`src/rtl/vsrs_pkg.sv`:
```
package vsrs_pkg;

    localparam int unsigned ATTEMPT_LIMIT = 15;

    localparam logic [6:0]  SPEED_RESET   = 7'd50;
    localparam logic [6:0]  SPEED_MAX     = 7'd100;
    localparam logic [15:0] SAMPLE_RESET  = 16'd300;
    localparam logic [15:0] BACKOFF_RESET = 16'd200;
    localparam logic [15:0] FINAL_RESET   = 16'd400;

    localparam logic [1:0]  PORT_MAX      = 2'd2;

    typedef enum logic [1:0] {
        PH_IDLE    = 2'd0,
        PH_FORWARD = 2'd1,
        PH_BACKOFF = 2'd2,
        PH_FINAL   = 2'd3
    } phase_t;

    typedef enum logic [1:0] {
        CFG_MOTOR_SPEED   = 2'd0,
        CFG_SAMPLE_TICKS  = 2'd1,
        CFG_BACKOFF_TICKS = 2'd2,
        CFG_FINAL_TICKS   = 2'd3
    } cfg_index_t;

    typedef enum logic {
        CMD_TICK  = 1'b0,
        CMD_START = 1'b1
    } cmd_t;

    typedef struct packed {
        logic               cmd;
        logic               close_valve;
        logic [3:0]         attempt_count;
        logic [1:0]         motor_port;
        logic signed [15:0] encoder_position;
    } cmd_item_t;

    typedef struct packed {
        logic signed [7:0] motor_drive;
        logic [1:0]        drive_port;
        logic              busy_res;
        logic              done_res;
    } res_item_t;

endpackage

```
`src/rtl/valve_stall_retry_sequencer_top.sv`:
```
// Valve stall-and-retry sequencer for one motor. Every accepted item (a 1 ms tick or a
// start) yields exactly one result item with the drive now applied, its port, busy and a
// done pulse. The item is processed combinationally: it updates the sequencer state and
// loads the result register on the same edge, so the block takes one item per clock and
// keeps taking items while the result register is full as long as the result is taken in
// that cycle (cmd_stall follows res_valid and res_stall). A start seen while busy, or one
// naming port 3, is ignored and only reports the current status. Configuration writes
// take effect on the next item.
module valve_stall_retry_sequencer_top (
    input  logic                 clk,
    input  logic                 rst_n,
    input  logic                 cmd_valid,
    output logic                 cmd_stall,
    input  vsrs_pkg::cmd_item_t  cmd_item,
    output logic                 res_valid,
    input  logic                 res_stall,
    output vsrs_pkg::res_item_t  res_item,
    input  logic                 cfg_we,
    input  logic [1:0]           cfg_index,
    input  logic [15:0]          cfg_data
);
    import vsrs_pkg::*;

    logic [6:0]  speed_reg;
    logic [15:0] sample_reg;
    logic [15:0] backoff_reg;
    logic [15:0] final_reg;

    phase_t      phase_reg, phase_next;
    logic [3:0]  attempts_done_reg, attempts_done_next;
    logic [3:0]  attempts_goal_reg, attempts_goal_next;
    logic [15:0] tick_timer_reg, tick_timer_next;
    logic [15:0] last_position_reg, last_position_next;
    logic        closing_reg, closing_next;
    logic [1:0]  active_port_reg, active_port_next;

    logic        res_valid_reg;
    res_item_t   res_item_reg, res_item_next;

    logic        accept;
    logic [16:0] timer_inc;
    logic [15:0] period;
    logic        period_end;
    logic [3:0]  start_count;
    logic [3:0]  done_inc;
    logic [6:0]  speed_sat;
    logic signed [7:0] fwd_drive;
    logic        done_flag;

    assign cmd_stall = res_valid_reg && res_stall;
    assign accept    = cmd_valid && !cmd_stall;
    assign res_valid = res_valid_reg;
    assign res_item  = res_item_reg;

    // config registers
    always_ff @(posedge clk or negedge rst_n)
    begin
        if (!rst_n)
        begin
            speed_reg   <= SPEED_RESET;
            sample_reg  <= SAMPLE_RESET;
            backoff_reg <= BACKOFF_RESET;
            final_reg   <= FINAL_RESET;
        end
        else if (cfg_we)
        begin
            unique case (cfg_index_t'(cfg_index))
                CFG_MOTOR_SPEED:   speed_reg   <= cfg_data[6:0];
                CFG_SAMPLE_TICKS:  sample_reg  <= cfg_data;
                CFG_BACKOFF_TICKS: backoff_reg <= cfg_data;
                CFG_FINAL_TICKS:   final_reg   <= cfg_data;
                default:           speed_reg   <= speed_reg;
            endcase
        end
    end

    always_comb
    begin
        period = final_reg;
        if (phase_reg == PH_FORWARD)
        begin
            period = sample_reg;
        end
        else if (phase_reg == PH_BACKOFF)
        begin
            period = backoff_reg;
        end
    end

    assign timer_inc  = {1'b0, tick_timer_reg} + 17'd1;
    assign period_end = timer_inc >= {1'b0, period};
    assign done_inc   = attempts_done_reg + 4'd1;

    assign start_count = ({4'd0, cmd_item.attempt_count} > 8'(ATTEMPT_LIMIT))
                         ? 4'(ATTEMPT_LIMIT) : cmd_item.attempt_count;

    always_comb
    begin
        phase_next         = phase_reg;
        attempts_done_next = attempts_done_reg;
        attempts_goal_next = attempts_goal_reg;
        tick_timer_next    = tick_timer_reg;
        last_position_next = last_position_reg;
        closing_next       = closing_reg;
        active_port_next   = active_port_reg;
        done_flag          = 1'b0;

        if (cmd_item.cmd == CMD_START)
        begin
            if (phase_reg == PH_IDLE && cmd_item.motor_port <= PORT_MAX)
            begin
                closing_next       = cmd_item.close_valve;
                active_port_next   = cmd_item.motor_port;
                attempts_goal_next = start_count;
                attempts_done_next = 4'd0;
                tick_timer_next    = 16'd0;
                last_position_next = cmd_item.encoder_position;
                phase_next         = (start_count == 4'd0) ? PH_FINAL : PH_FORWARD;
            end
        end
        else
        begin
            unique case (phase_reg)
                PH_FORWARD:
                begin
                    if (period_end)
                    begin
                        tick_timer_next    = 16'd0;
                        last_position_next = cmd_item.encoder_position;
                        if (cmd_item.encoder_position == last_position_reg)
                        begin
                            phase_next = PH_BACKOFF;
                        end
                    end
                    else
                    begin
                        tick_timer_next = timer_inc[15:0];
                    end
                end
                PH_BACKOFF:
                begin
                    if (period_end)
                    begin
                        tick_timer_next    = 16'd0;
                        attempts_done_next = done_inc;
                        if (done_inc >= attempts_goal_reg)
                        begin
                            phase_next = PH_FINAL;
                        end
                        else
                        begin
                            phase_next         = PH_FORWARD;
                            last_position_next = cmd_item.encoder_position;
                        end
                    end
                    else
                    begin
                        tick_timer_next = timer_inc[15:0];
                    end
                end
                PH_FINAL:
                begin
                    if (period_end)
                    begin
                        tick_timer_next = 16'd0;
                        phase_next      = PH_IDLE;
                        done_flag       = 1'b1;
                    end
                    else
                    begin
                        tick_timer_next = timer_inc[15:0];
                    end
                end
                default:
                begin
                    phase_next = phase_reg;
                end
            endcase
        end
    end

    // result from the updated state
    assign speed_sat = (speed_reg > SPEED_MAX) ? SPEED_MAX : speed_reg;
    assign fwd_drive = closing_next ? $signed({1'b0, speed_sat})
                                    : -$signed({1'b0, speed_sat});

    always_comb
    begin
        res_item_next.motor_drive = 8'sd0;
        if (phase_next == PH_FORWARD || phase_next == PH_FINAL)
        begin
            res_item_next.motor_drive = fwd_drive;
        end
        else if (phase_next == PH_BACKOFF)
        begin
            res_item_next.motor_drive = -fwd_drive;
        end
        res_item_next.drive_port = active_port_next;
        res_item_next.busy_res   = (phase_next != PH_IDLE);
        res_item_next.done_res   = done_flag;
    end

    always_ff @(posedge clk or negedge rst_n)
    begin
        if (!rst_n)
        begin
            phase_reg         <= PH_IDLE;
            attempts_done_reg <= 4'd0;
            attempts_goal_reg <= 4'd0;
            tick_timer_reg    <= 16'd0;
            last_position_reg <= 16'd0;
            closing_reg       <= 1'b0;
            active_port_reg   <= 2'd0;
            res_valid_reg     <= 1'b0;
        end
        else
        begin
            if (accept)
            begin
                phase_reg         <= phase_next;
                attempts_done_reg <= attempts_done_next;
                attempts_goal_reg <= attempts_goal_next;
                tick_timer_reg    <= tick_timer_next;
                last_position_reg <= last_position_next;
                closing_reg       <= closing_next;
                active_port_reg   <= active_port_next;
                res_valid_reg     <= 1'b1;
            end
            else if (!res_stall)
            begin
                res_valid_reg <= 1'b0;
            end
        end
    end

    always_ff @(posedge clk)
    begin
        if (accept)
        begin
            res_item_reg <= res_item_next;
        end
    end

    a_done_not_busy: assert property (@(posedge clk) disable iff (!rst_n)
        res_valid && res_item.done_res |-> !res_item.busy_res)
        else $error("done pulsed while still busy");

    a_idle_timer_clear: assert property (@(posedge clk) disable iff (!rst_n)
        phase_reg == PH_IDLE |-> tick_timer_reg == 16'd0)
        else $error("tick timer running while idle");

    a_attempts_bound: assert property (@(posedge clk) disable iff (!rst_n)
        attempts_done_reg <= attempts_goal_reg)
        else $error("attempts done beyond goal");

    a_accept_gives_result: assert property (@(posedge clk) disable iff (!rst_n)
        accept |=> res_valid)
        else $error("accepted item produced no result");

endmodule

```
`config.mk`:
```
export PLATFORM = sky130hd
export DESIGN_NAME = valve_stall_retry_sequencer_top
export DESIGN_NICKNAME = d
export VERILOG_FILES = /design/src/rtl/vsrs_pkg.sv /design/src/rtl/valve_stall_retry_sequencer_top.sv
export SDC_FILE = /design/constraint.sdc
export NUM_CORES = 1
export LEC_CHECK = 0
export BUFFER_PORTS_ARGS = -buffer_cell sky130_fd_sc_hd__buf_4
export CAP_MARGIN = 20
export CORE_ASPECT_RATIO = 0.6
export CORE_MARGIN = 8
export CORE_UTILIZATION = 50
export CTS_CLUSTER_SIZE = 24
export DETAILED_ROUTE_END_ITERATION = 8
export GPL_TIMING_DRIVEN = 0
export PLACE_DENSITY = 0.75
export SLEW_MARGIN = 10
export SYNTH_ARGS = -nofsm -noshare
export SYNTH_HDL_FRONTEND = slang
export SYNTH_SLANG_ARGS = --single-unit
```
`constraint.sdc`:
```
create_clock -name clk -period 5.9 [get_ports clk]
set_input_delay 1.18 -clock clk [delete_from_list [all_inputs] [get_ports clk]]
set_output_delay 1.18 -clock clk [all_outputs]
set_load 0.05 [all_outputs]
```
-- Yosys cells after proc, flatten, opt, wreduce, memory -nomap -nowiden
Index checks and enable logic that the tools add are counted.
- register bits after elaboration: 113
- latch bits: 0
- RAM bits: 0
- memory bits (read-only): 0
- input bits: 47
- output and inout port bits: 14
- logic and storage cells: 99
- memories: 0
- add/sub/neg operators: 4
- multiply operators: 0
- div/mod/pow operators: 0
- magnitude comparators: 4
- equal/unequal tests: 15
- shifts and indexed selects: 0
- mux-type cells: 36
- bitwise logic cells: 1
- reduce and logical (&&, ||, !) cells: 23
- operators with widths (cell ; number):
    $mux W16 ; 11
    $pmux W16 S2 ; 1
    $mux W8 ; 3
    $mux W2 ; 10
    $add A16 B1 Y17 const B ; 1
    $ge A17 B16 Y1 ; 1
    $eq A16 B16 Y1 ; 1
    $mux W4 ; 4
    $eq A2 B2 Y1 const B ; 6
    $ne A3 B3 Y1 const B ; 3
    $neg A7 Y8 ; 1
    $neg A8 Y8 ; 1
    $reduce_and A2 Y1 ; 4
    $reduce_bool A2 Y1 ; 4
    $gt A7 B7 Y1 const B ; 1
    $mux W7 ; 1
    $eq A2 B1 Y1 const B ; 3
    $pmux W2 S3 ; 1
    $reduce_and A3 Y1 ; 2
    $reduce_and A6 Y1 ; 1
    $mux W1 ; 5
    $add A4 B1 Y4 const B ; 1
    $ge A4 B4 Y1 ; 1
    $logic_not A2 Y1 ; 2
    11 further kinds ; 14

-- Depth between registers and ports, before layout
Gate-level depths: netlist of run 1.
- depth in word-level cells: 10
- depth in mapped cells: 17
- depth with buffers taken out: 14

-- Worst setup path after synthesis of run 1
Ideal clock, no wire load.
- path type: flip-flop to flip-flop
- from: reg phase_reg[0]
- to: reg res_item_reg, in the netlist res_item[7] (data pin)
- library setup time: 0.254 ns
- data arrival time: 3.195 ns
- data required time: 5.646 ns
- slack: 2.451 ns
- stages on the path, launching flop included: 15
- path buffers: 4
- clock period less this slack: 3.449 ns
- cell sequence: dfrtp_1 > buf_2 > buf_4 > buf_1 > mux2i_1 > nand2_1 > o21ai_0 > ha_1 > nand2_1 > or3_1 > a21o_1 > clkbuf_2 > o221a_2 > or2_2 > a21bo_1
- RTL lines (item ; RTL line ; source):
    start: declaration ; valve_stall_retry_sequencer_top.sv:29 ; phase_t phase_reg, phase_next;
    start signal: assignment ; valve_stall_retry_sequencer_top.sv:220 ; phase_reg <= phase_next;
    end signal: assignment ; valve_stall_retry_sequencer_top.sv:240 ; res_item_reg <= res_item_next;
    end: declaration ; valve_stall_retry_sequencer_top.sv:38 ; res_item_t res_item_reg, res_item_next;

-- Worst setup path after layout of run 1
- from: reg phase_reg[0]
- to: reg attempts_done_reg[0]
- longest elaborated chain between the ends: 6
- elaborated cells between the ends (all ways): 11
- those cells by class: 1 x order compare; 3 x eq/ne; 2 x mux; 5 x reduce/logical
- RTL lines (item ; RTL line ; source):
    $eq A2 B2 Y1 ; valve_stall_retry_sequencer_top.sv:84, valve_stall_retry_sequencer_top.sv:123 ;
    $mux W16 ; valve_stall_retry_sequencer_top.sv:84 ; else if (phase_reg == PH_BACKOFF)
    $mux W16 ; valve_stall_retry_sequencer_top.sv:80 ; if (phase_reg == PH_FORWARD)
    $ge A17 B16 Y1 ; valve_stall_retry_sequencer_top.sv:91 ; assign period_end = timer_inc >= {1'b0, period};
    $reduce_bool A2 Y1 (no source line) ; n/a ;
    $reduce_and A4 Y1 (no source line) * ; n/a ;
    end signal: assignment ; valve_stall_retry_sequencer_top.sv:221 ; attempts_done_reg <= attempts_done_next;
    end: declaration ; valve_stall_retry_sequencer_top.sv:30 ; logic [3:0] attempts_done_reg, attempts_done_next;
Mark *: on every way between the ends. The rest lies on a longest branch, timed or not.
A chain may end at the register's enable or synchronous reset.

==> results.sh, run 1 <==
export IMPL_crit_path_end="attempts_done_reg[0]"
export IMPL_r2r_end="attempts_done_reg[0]"
export IMPL_antenna_cells=0
export IMPL_grt_max_degree=67
export IMPL_post_route_min_period_ns=4.53
export IMPL_maxCapViolCount=0
export IMPL_rsz0062_at_grt="false"
export IMPL_yosysWarnings=0
export IMPL_tritoncts="yes"
export IMPL_cp_arrival_ns=4.83
export IMPL_netlist_area_um2=6370
export IMPL_switching_share_pct=29.7
export IMPL_placementRows=32
export IMPL_period_share_pct=76.8
export IMPL_multi_input_area_um2=3330
export IMPL_pwr_share_seq_pct=36.6
export IMPL_pwr_share_clk_pct=39.9
export IMPL_die_h_um=103
export IMPL_cp_required_ns=6.20
export IMPL_nFillCells=1008
export IMPL_grt_overflow=0
export IMPL_cp_end_kind="flip-flop"
export IMPL_combPwrFrac_pct=23.5
export IMPL_ys_ff_latch=113
export IMPL_gp_congestion=0.845
export IMPL_vias_per_cell=5.78
export IMPL_syn_nets=624
export IMPL_final_cell_mix="96 x mux2_2, 88 x dfrtp_1, 62 x buf_4"
export IMPL_maxClockFrequency_ghz=0.221
export IMPL_drt_first_pass_iters=5
export IMPL_cts_resized=0
export IMPL_wl_per_cell_um=19.1
export IMPL_startpoint="phase_reg[0]"
export IMPL_status="completed"
export IMPL_syn_to_final_growth_pct=21.2
export IMPL_coreArea_um2=12700
export IMPL_insertion_delay_ns=0.42
export IMPL_net_switching_power_uw=844
export IMPL_portBuffers=60
export IMPL_cts_buffer_depth=2
export IMPL_layout_nets=704
export IMPL_rr_startpoint="phase_reg[0]"
export IMPL_ctsHtreeMaxLevel=4
export IMPL_drc=0
export IMPL_p_int_mw=2.00
export IMPL_synthCells=553
export IMPL_hold_class="reg -> reg"
export IMPL_cts_root_buf="clkbuf_16"
export IMPL_synth_edf_count=12
export IMPL_worstMarginPinSlew_ns=1.04
export IMPL_io_pins=61
export IMPL_layout_commonest_cell="mux2_2"
export IMPL_path_clk_slew_ns=0.06
export IMPL_tns_ns=0
export IMPL_antenna_found_initial=0
export IMPL_floorplan_initialDensity_pct=50.3
export IMPL_maxSlewHeadroom_pct=30.7
export IMPL_track_usage_pct=19.5
export IMPL_dp_cells=784
export IMPL_ff2ff_setup_slack_ns=1.37
export IMPL_async_reset_ff_share_pct=89.4
export IMPL_fp_dieW_um=162
export IMPL_grt_pass1_wl_um=25500
export IMPL_ant_nets=0
export IMPL_final_cell_count_no_fill=816
export IMPL_first_global_vias=4898
export IMPL_p_leak_nw=3.48
export IMPL_setup_viol_count_final=0
export IMPL_critical_path_max_fanout=10
export IMPL_holdWs_ns=0.502
export IMPL_ys_flop_type="dfrtp_1"
export IMPL_dp_hpwl_um=11300
export IMPL_reg2reg_depth=14
export IMPL_numCtsBuffers=17
export IMPL_hold_viol_final=0
export IMPL_power_density_nw_per_um2=368
export IMPL_cts_sinks=113
export IMPL_drtIter0Drc=370
export IMPL_synth_area_per_cell_um2=11.5
export IMPL_synth_yosys_seq_area_share_pct=45.6
export IMPL_seq_area_um2=2900
export IMPL_finClkSkew_ns=0.0126
export IMPL_synth_distinct_cells=69
export IMPL_die_area_um2=16700
export IMPL_holdBufCountCts=0
export IMPL_drive_above_1_share_pct=35.3
export IMPL_slew_violations=0
export IMPL_cp_start_kind="flip-flop"
export IMPL_cts_setup_buffers=0
export IMPL_drt_wl_total_um=15600
export IMPL_ir_worst_vdd_uv=232
export IMPL_vias=4714
export IMPL_path_class="reg -> reg"
## logic make-up after synthesis
group / count (synthesis) / share of synthesized area (%)
buffers and inverters: 32 / 2.10
xor gates and xnor gates: 36 / 4.95
AOI/OAI and AO/OA: 111 / 12.7
adders and majority gates: 24 / 4.72
DFF: 113 / 45.6
muxes: 113 / 19.7
and+or+nand+nor: 124 / 10.3
## layout make-up
| class | instances | area share [%] |
|---|---|---|
| plain buffers | 19 | 1.10 |
| clock buffers | 22 | 6.70 |
| clock inverters | 10 | 1.85 |
| inverters | 13 | 0.632 |
| multi-input cells | 408 | 43.1 |
| flip-flops and latches | 113 | 37.6 |
| well taps | 170 | 2.76 |
| repair buffers | 61 | 6.19 |
## synth_stat cells, types with 2 or more instances
master    instances  share of area, %
a21o_1            7              0.83
clkbuf_1          9              0.53
dfstp_2          13               5.4
a211o_1           2              0.28
nor4_1            8              0.79
mux2_2           96                17
xnor2_1          12               1.7
buf_2             4              0.31
nand2b_1          4              0.39
and2_1            2              0.20
dfrtp_1          88                35
or2_2             4              0.39
o211ai_1         10               1.2
a22o_1           13               1.8
edfxtp_1         12               5.7
o21ai_1           2              0.16
mux2i_1          17               2.7
or3_1             3              0.29
nand3_1          10              0.79
buf_4             2              0.24
nand4_1           3              0.29
inv_1            12              0.71
and3_1            5              0.49
o21ai_0          31               2.4
xor2_1           24               3.3
nand3b_1          2              0.24
a21oi_1          18               1.4
nor3b_1           2              0.24
ha_1             24               4.7
nor2b_1           2              0.20
buf_1             3              0.18
o311ai_0          2              0.28
nor3_1            6              0.47
and4_1            4              0.55
nor2_1           16              0.94
o31ai_1           4              0.47
nand2_1          45               2.7
## critical path, cell delays in order (launching register included)
cell and delay [ns]:
dfrtp_1 0.32, buf_2 0.19, buf_4 0.21, clkbuf_1 0.54
mux2_2 0.40, o21ai_0 0.36, ha_1 0.33, a21oi_1 0.14
o21ai_0 0.11, a41oi_1 0.21, a21o_1 0.17, clkbuf_2 0.24
a21oi_1 0.20, o21ai_0 0.58, mux2_2 0.41
## routing by layer
| metal | track usage [%] | vias up | share of wire, % |
|---|---|---|---|
| met1 | 25.9 | 2360 | 48 |
| met4 | 6.09 | 0 | 1.1 |
| met5 | 0 | - | 0 |
| met2 | 30.7 | 117 | 46 |
| met3 | 5.30 | 20 | 4.9 |
| li1 | - | 2217 | - |
## power by group through the flow
| stage | Sequential, mW | Combinational [mW] | Clock (mW) |
|---|---|---|---|
| floorplan | 1.07 | 0.428 | 0 |
| finish | 1.04 | 0.667 | 1.13 |
| CTS | 1.04 | 0.665 | 1.14 |
| global placement | 1.04 | 0.620 | 0 |
| detailed placement | 1.05 | 0.656 | 0 |
| global route | 1.06 | 0.733 | 1.18 |
## worst min-delay path by stage
stage / endpoint / startpoint / cells after the start / slack [ns]
2_1_floorplan: attempts_done_reg[3] / attempts_done_reg[3] / 1 / 0.47
3_3_place_gp: sample_reg[6] / sample_reg[6] / 1 / 0.48
3_5_place_dp: sample_reg[4] / sample_reg[4] / 1 / 0.49
4_1_cts: sample_reg[4] / sample_reg[4] / 1 / 0.50
5_1_grt: sample_reg[12] / sample_reg[12] / 1 / 0.52
6_report: sample_reg[4] / sample_reg[4] / 1 / 0.50
## metrics by stage
step	power, mW	utilization, %	setup slack [ns]	instance area, um^2
global route	2.97	61.0	1.16	7720
finish	2.84	61.0	1.37	7720
floorplan	1.50	-	2.45	6370
CTS	2.84	61.0	1.50	7720
detailed placement	1.71	55.8	1.54	7060
global placement	1.66	55.6	1.67	7030
(Power assumes the default switching activity.)
==> run 2: changes to the inputs <==
Clock period 5.9 ns to 4.3 ns, I/O delays scaled along.
==> run 2 against run 1 <==
- core utilization increased by 0.18 points
- cell count increased by 0.12%
- cell area increased by 0.29%
- count of clock-buffer cells in the layout unchanged
- sequential share of layout area decreased by 0.11 points
- clock power increased by 37%
- power increased by 37%
- hold slack got worse by 0.094 ns
- sequential cell count unchanged
- global-route usage unchanged
- maximum frequency increased by 11%
- clock skew decreased by 0.0016 ns
- critical endpoint is now last_position_reg[2]
==> results.sh, run 2 (synthesized netlist as in run 1, its figures left out) <==
export IMPL_holdBufCountCts=0
export IMPL_cts_buffer_depth=2
export IMPL_hold_class="in -> async"
export IMPL_first_global_vias=4898
export IMPL_insertion_delay_ns=0.41
export IMPL_final_cell_mix="96 x mux2_2, 88 x dfrtp_1, 63 x buf_4"
export IMPL_power_density_nw_per_um2=502
export IMPL_tritoncts="yes"
export IMPL_io_pins=61
export IMPL_antenna_cells=0
export IMPL_met2_length_um=7200
export IMPL_critical_path_max_fanout=10
export IMPL_die_h_um=103
export IMPL_seq_area_um2=2900
export IMPL_layout_nets=705
export IMPL_finClkSkew_ns=0.0111
export IMPL_maxCapViolCount=0
export IMPL_drt_first_pass_iters=5
export IMPL_vias=4715
export IMPL_cp_end_kind="flip-flop"
export IMPL_post_place_ws_ns=-0.0593
export IMPL_grt_pass1_wl_um=25500
export IMPL_portBuffers=60
export IMPL_antenna_found_initial=0
export IMPL_path_clk_slew_ns=0.06
export IMPL_dp_hpwl_um=11300
export IMPL_hold_viol_final=0
export IMPL_syn_to_final_growth_pct=21.6
export IMPL_slew_violations=0
export IMPL_rr_startpoint="phase_reg[0]"
export IMPL_drtIter0Drc=365
export IMPL_ant_nets=0
export IMPL_nFillCells=1004
export IMPL_ir_worst_vdd_uv=314
export IMPL_cts_root_buf="clkbuf_16"
export IMPL_placementRows=32
export IMPL_p_leak_nw=3.49
export IMPL_rsz0062_at_grt="false"
export IMPL_gp_congestion=0.845
export IMPL_drive_above_1_share_pct=36.2
export IMPL_track_usage_pct=19.5
export IMPL_highest_layer="met4"
export IMPL_startpoint="phase_reg[0]"
export IMPL_maxSlewHeadroom_pct=30.1
export IMPL_cp_arrival_ns=4.36
export IMPL_worstMarginPinSlew_ns=1.05
export IMPL_floorplan_initialDensity_pct=50.3
export IMPL_maxClockFrequency_ghz=0.246
export IMPL_vias_per_cell=5.77
export IMPL_period_share_pct=94.5
export IMPL_dr_wl_met3_um=777
export IMPL_cp_start_kind="flip-flop"
export IMPL_grt_overflow=0
export IMPL_finish_utilization_pct=61.2
export IMPL_drt_wl_total_um=15600
export IMPL_power_mw=3.89
export IMPL_reg2reg_depth=16
export IMPL_ctsHtreeMaxLevel=4
export IMPL_grt_max_degree=67
export IMPL_r2r_end="last_position_reg[2]"
export IMPL_status="completed"
export IMPL_layout_setup_ws_ns=0.236
export IMPL_cts_sinks=113
export IMPL_multi_input_area_um2=3340
export IMPL_ff2ff_setup_slack_ns=0.24
export IMPL_numCtsBuffers=17
export IMPL_crit_path_end="last_position_reg[2]"
export IMPL_layout_commonest_cell="mux2_2"
export IMPL_drt_met1_wl_um=7450
export IMPL_drc=0
export IMPL_fp_dieW_um=162
export IMPL_path_class="reg -> reg"
export IMPL_wl_per_cell_um=19.1
export IMPL_post_route_min_period_ns=4.06
export IMPL_coreArea_um2=12700
export IMPL_setup_viol_count_final=0
export IMPL_cp_required_ns=4.59
export IMPL_die_area_um2=16700
[run 2: report_power, final]
part	total [mW]	internal, mW	leakage [nW]	switching (mW)
Sequential	1.43	1.30	1.34	0.130
Combinational	0.914	0.414	1.85	0.500
Clock	1.55	1.03	0.311	0.517
[run 2: worst min path at each step]
stage,cells past startpoint,end,startpoint
global route,1,sample_reg[11],rst_n
global placement,1,sample_reg[6],sample_reg[6]
floorplan,1,attempts_done_reg[3],attempts_done_reg[3]
CTS,1,sample_reg[11],rst_n
finish,1,sample_reg[11],rst_n
detailed placement,1,sample_reg[4],sample_reg[4]
[run 2: worst max-delay path: stages (launching register included)]
cell and delay [ns]:
dfrtp_1 0.32, buf_2 0.19, buf_4 0.21, clkbuf_2 0.31, mux2_2 0.37, o21ai_0 0.36, ha_1 0.33, a21oi_1 0.14
o21ai_0 0.11, a41oi_1 0.20, a21o_1 0.16, clkbuf_2 0.25, a21oi_1 0.11, o21a_1 0.18, buf_2 0.19, buf_4 0.21
mux2_2 0.29
[run 2: timing repair]
item | 4_1_cts | 5_1_grt
setup buffers | 0 | 1
endpoints found under the setup margin | 25 | 33
gates resized for setup | 1 | 8
pin swaps | 0 | 1
[run 2: area by class of cell]
class / instances / share of cell area [%]
multi-input cells: 408 / 43.2
inverters: 13 / 0.630
well taps: 170 / 2.75
plain buffers: 19 / 1.15
repair buffers: 62 / 6.27
clock inverters: 10 / 1.84
clock buffers: 22 / 6.68
flip-flops and latches: 113 / 37.5
[run 2: layer usage]
metal  vias up  GRT usage [%]
met2       119           30.7
met5         -              0
li1       2215              -
met1      2365           25.9
met4         0           6.09
met3        16           5.30
[run 2: per-stage QoR]
| step | TNS, ns | std cells | cell area, um^2 | hold WS (ns) |
|---|---|---|---|---|
| final | 0 | 817 | 7740 | 0.408 |
| after global routing | 0 | 817 | 7740 | 0.440 |
| after CTS | 0 | 816 | 7720 | 0.416 |
| after detailed placement | -0.183 | 784 | 7060 | 0.489 |
| after global placement | 0 | 783 | 7030 | 0.482 |
| after floorplan | 0 | 553 | 6370 | 0.470 |
==> run 3: changes to the inputs <==
Settings changed: CORE_MARGIN 8 to unset.
==> run 3 against run 2 <==
- global-route usage rose by 5.6 points
- count of clock-buffer cells in the layout fell by 1
- largest power group is now registers
- sequential cell count did not move
- hold slack improved by 0.054 ns
- routed wire length fell by 1.5%
- die area fell by 21%
- via count rose by 2.2%
- maximum frequency fell by 1.1%
- clock skew rose by 0.0023 ns
- cell area fell by 1.1%
- core utilization rose by 1.5 points
==> results.sh, run 3 (synthesized netlist as in run 1, its figures left out) <==
export IMPL_gp_congestion=0.931
export IMPL_maxCapViolCount=0
export IMPL_final_cell_mix="96 x mux2_2, 88 x dfrtp_1, 62 x buf_4"
export IMPL_layout_nets=705
export IMPL_crit_chain="clkbuf_1 > buf_1 > o21ai_0 > ha_1 > a21oi_1 > or3_1 > a21o_1 > clkbuf_2 > a21oi_1 > o21a_1 > buf_2 > buf_4 > mux2_2"
export IMPL_post_route_min_period_ns=4.11
export IMPL_crit_buf_inv=5
export IMPL_cts_buffer_depth=2
export IMPL_drive_above_1_share_pct=35.7
export IMPL_cp_start_kind="flip-flop"
export IMPL_worst_path_max_delay_cell="buf_1"
export IMPL_highest_layer="met4"
export IMPL_tns_ns=0
export IMPL_path_class="reg -> reg"
export IMPL_placementRows=31
export IMPL_wl_per_cell_um=18.9
export IMPL_finClkSkew_ns=0.0134
export IMPL_rsz0062_at_grt="false"
export IMPL_insertion_delay_ns=0.42
export IMPL_track_usage_pct=25.1
export IMPL_cts_root_buf="clkbuf_16"
export IMPL_met2_length_um=6580
export IMPL_finish_utilization_pct=62.7
export IMPL_ant_nets=0
export IMPL_crit_path_frequent_cell="a21oi_1"
export IMPL_power_mw=3.77
export IMPL_cts_setup_buffers=0
export IMPL_antenna_found_initial=0
export IMPL_floorplan_initialDensity_pct=52.1
export IMPL_pwr_share_clk_pct=37.4
export IMPL_fp_dieW_um=148
export IMPL_grt_overflow=0
export IMPL_layout_setup_ws_ns=0.191
export IMPL_vias_per_cell=5.94
export IMPL_power_density_nw_per_um2=492
export IMPL_dp_hpwl_um=11100
export IMPL_maxSlewHeadroom_pct=53.1
export IMPL_switching_share_pct=31.1
export IMPL_cp_required_ns=4.60
export IMPL_dp_cells=779
export IMPL_critical_path_top_delay_family="buffers and inverters"
export IMPL_period_share_pct=95.5
export IMPL_numCtsBuffers=17
export IMPL_coreArea_um2=12200
export IMPL_dr_wl_met3_um=1160
export IMPL_portBuffers=60
export IMPL_ctsHtreeMaxLevel=4
export IMPL_setup_viol_count_final=0
export IMPL_io_pins=61
export IMPL_holdBufCountCts=0
export IMPL_path_clk_slew_ns=0.06
export IMPL_drtIter0Drc=439
export IMPL_cp_arrival_ns=4.41
export IMPL_cp_end_kind="flip-flop"
export IMPL_cts_sinks=113
export IMPL_drt_wl_total_um=15300
export IMPL_hold_viol_final=0
export IMPL_pwr_share_seq_pct=37.9
export IMPL_p_leak_nw=3.47
export IMPL_final_cell_count_no_fill=812
export IMPL_final_area_um2=7660
export IMPL_worstMarginPinSlew_ns=0.704
export IMPL_layout_commonest_cell="mux2_2"
export IMPL_first_global_vias=4820
export IMPL_maxClockFrequency_ghz=0.243
export IMPL_p_int_mw=2.60
export IMPL_multi_input_area_um2=3330
export IMPL_die_area_um2=13200
export IMPL_antenna_cells=0
export IMPL_status="completed"
export IMPL_critical_path_max_fanout=10
export IMPL_grt_max_degree=54
export IMPL_cpPeakStageDelay_ns=0.55
export IMPL_hold_class="in -> async"
export IMPL_tritoncts="yes"
export IMPL_drt_met1_wl_um=7340
export IMPL_placed_area_um2=7050
export IMPL_post_place_ws_ns=0.0424
export IMPL_nFillCells=948
export IMPL_syn_to_final_growth_pct=20.3
export IMPL_combPwrFrac_pct=24.7
export IMPL_ir_worst_vdd_uv=316
export IMPL_drc=0
export IMPL_seq_area_um2=2900
export IMPL_net_switching_power_mw=1.17
export IMPL_drt_first_pass_iters=5
export IMPL_holdWs_ns=0.462
export IMPL_die_h_um=89.4
export IMPL_slew_violations=0
export IMPL_vias=4820
export IMPL_grt_pass1_wl_um=24900
==> run 3: cell count changes in the layout (fill, tap and decap cells not counted), moves of 2 or more <==
cell        previous run  this run
clkinvlp_4             4         1
clkbuf_16             19        17
buf_2                  4         6
clkinv_4               1         4
clkbuf_1               7         9
==> run 3: final cells by class <==
type / count / share of cell area (%)
buffer: 19 / 1.16
tap: 165 / 2.70
clock buffer: 21 / 6.01
clock inverter: 11 / 1.72
inverter: 13 / 0.637
sequential: 113 / 37.9
multi-input combinational: 408 / 43.5
timing repair buffer: 62 / 6.31
==> run 3: worst reg2reg max path: cells and delay by family (launching register included) <==
| family | cells | cell delay, ns |
|---|---|---|
| multiplexers | 1 | 0.36 |
| flip-flops | 1 | 0.43 |
| AND/OR/NAND/NOR | 1 | 0.32 |
| AO/OA/AOI/OAI | 5 | 0.89 |
| buffers and inverters | 5 | 1.63 |
| adder cells (fa/ha/maj) | 1 | 0.36 |
==> run 3: what timing repair did <==
action,4_1_cts,5_1_grt
setup endpoints to repair,7,38
resized for setup,1,6
pin swaps,0,0
endpoints found under the hold margin,0,0
==> run 3: worst paths after layout <==
check | start | endpoint | slack [ns] | cells after the start
setup / recovery | phase_reg[1] | last_position_reg[0] | 0.19 | 13
max in group asynchronous | rst_n | backoff_reg[6] | 3.10 | 2
hold reg to reg | backoff_reg[2] | backoff_reg[2] | 0.50 | 1
hold / removal | rst_n | backoff_reg[12] | 0.46 | 1
min in group clk | backoff_reg[2] | backoff_reg[2] | 0.50 | 1
setup reg to reg | phase_reg[1] | last_position_reg[0] | 0.19 | 13
==> run 3: power groups by stage <==
stage,combinational [mW],clock [mW],sequential [mW]
after floorplan,0.587,0,1.47
after global placement,0.864,0,1.42
after detailed placement,0.915,0,1.44
after CTS,0.921,1.42,1.43
after global routing,1.02,1.49,1.45
final,0.931,1.41,1.43
==> run 3: layer usage <==
metal / GRT usage (%) / vias to the layer above
met4: 10.3 / 0
li1: - / 2216
met1: 35.4 / 2368
met2: 36.9 / 206
met3: 6.22 / 30
met5: 1.07 / -
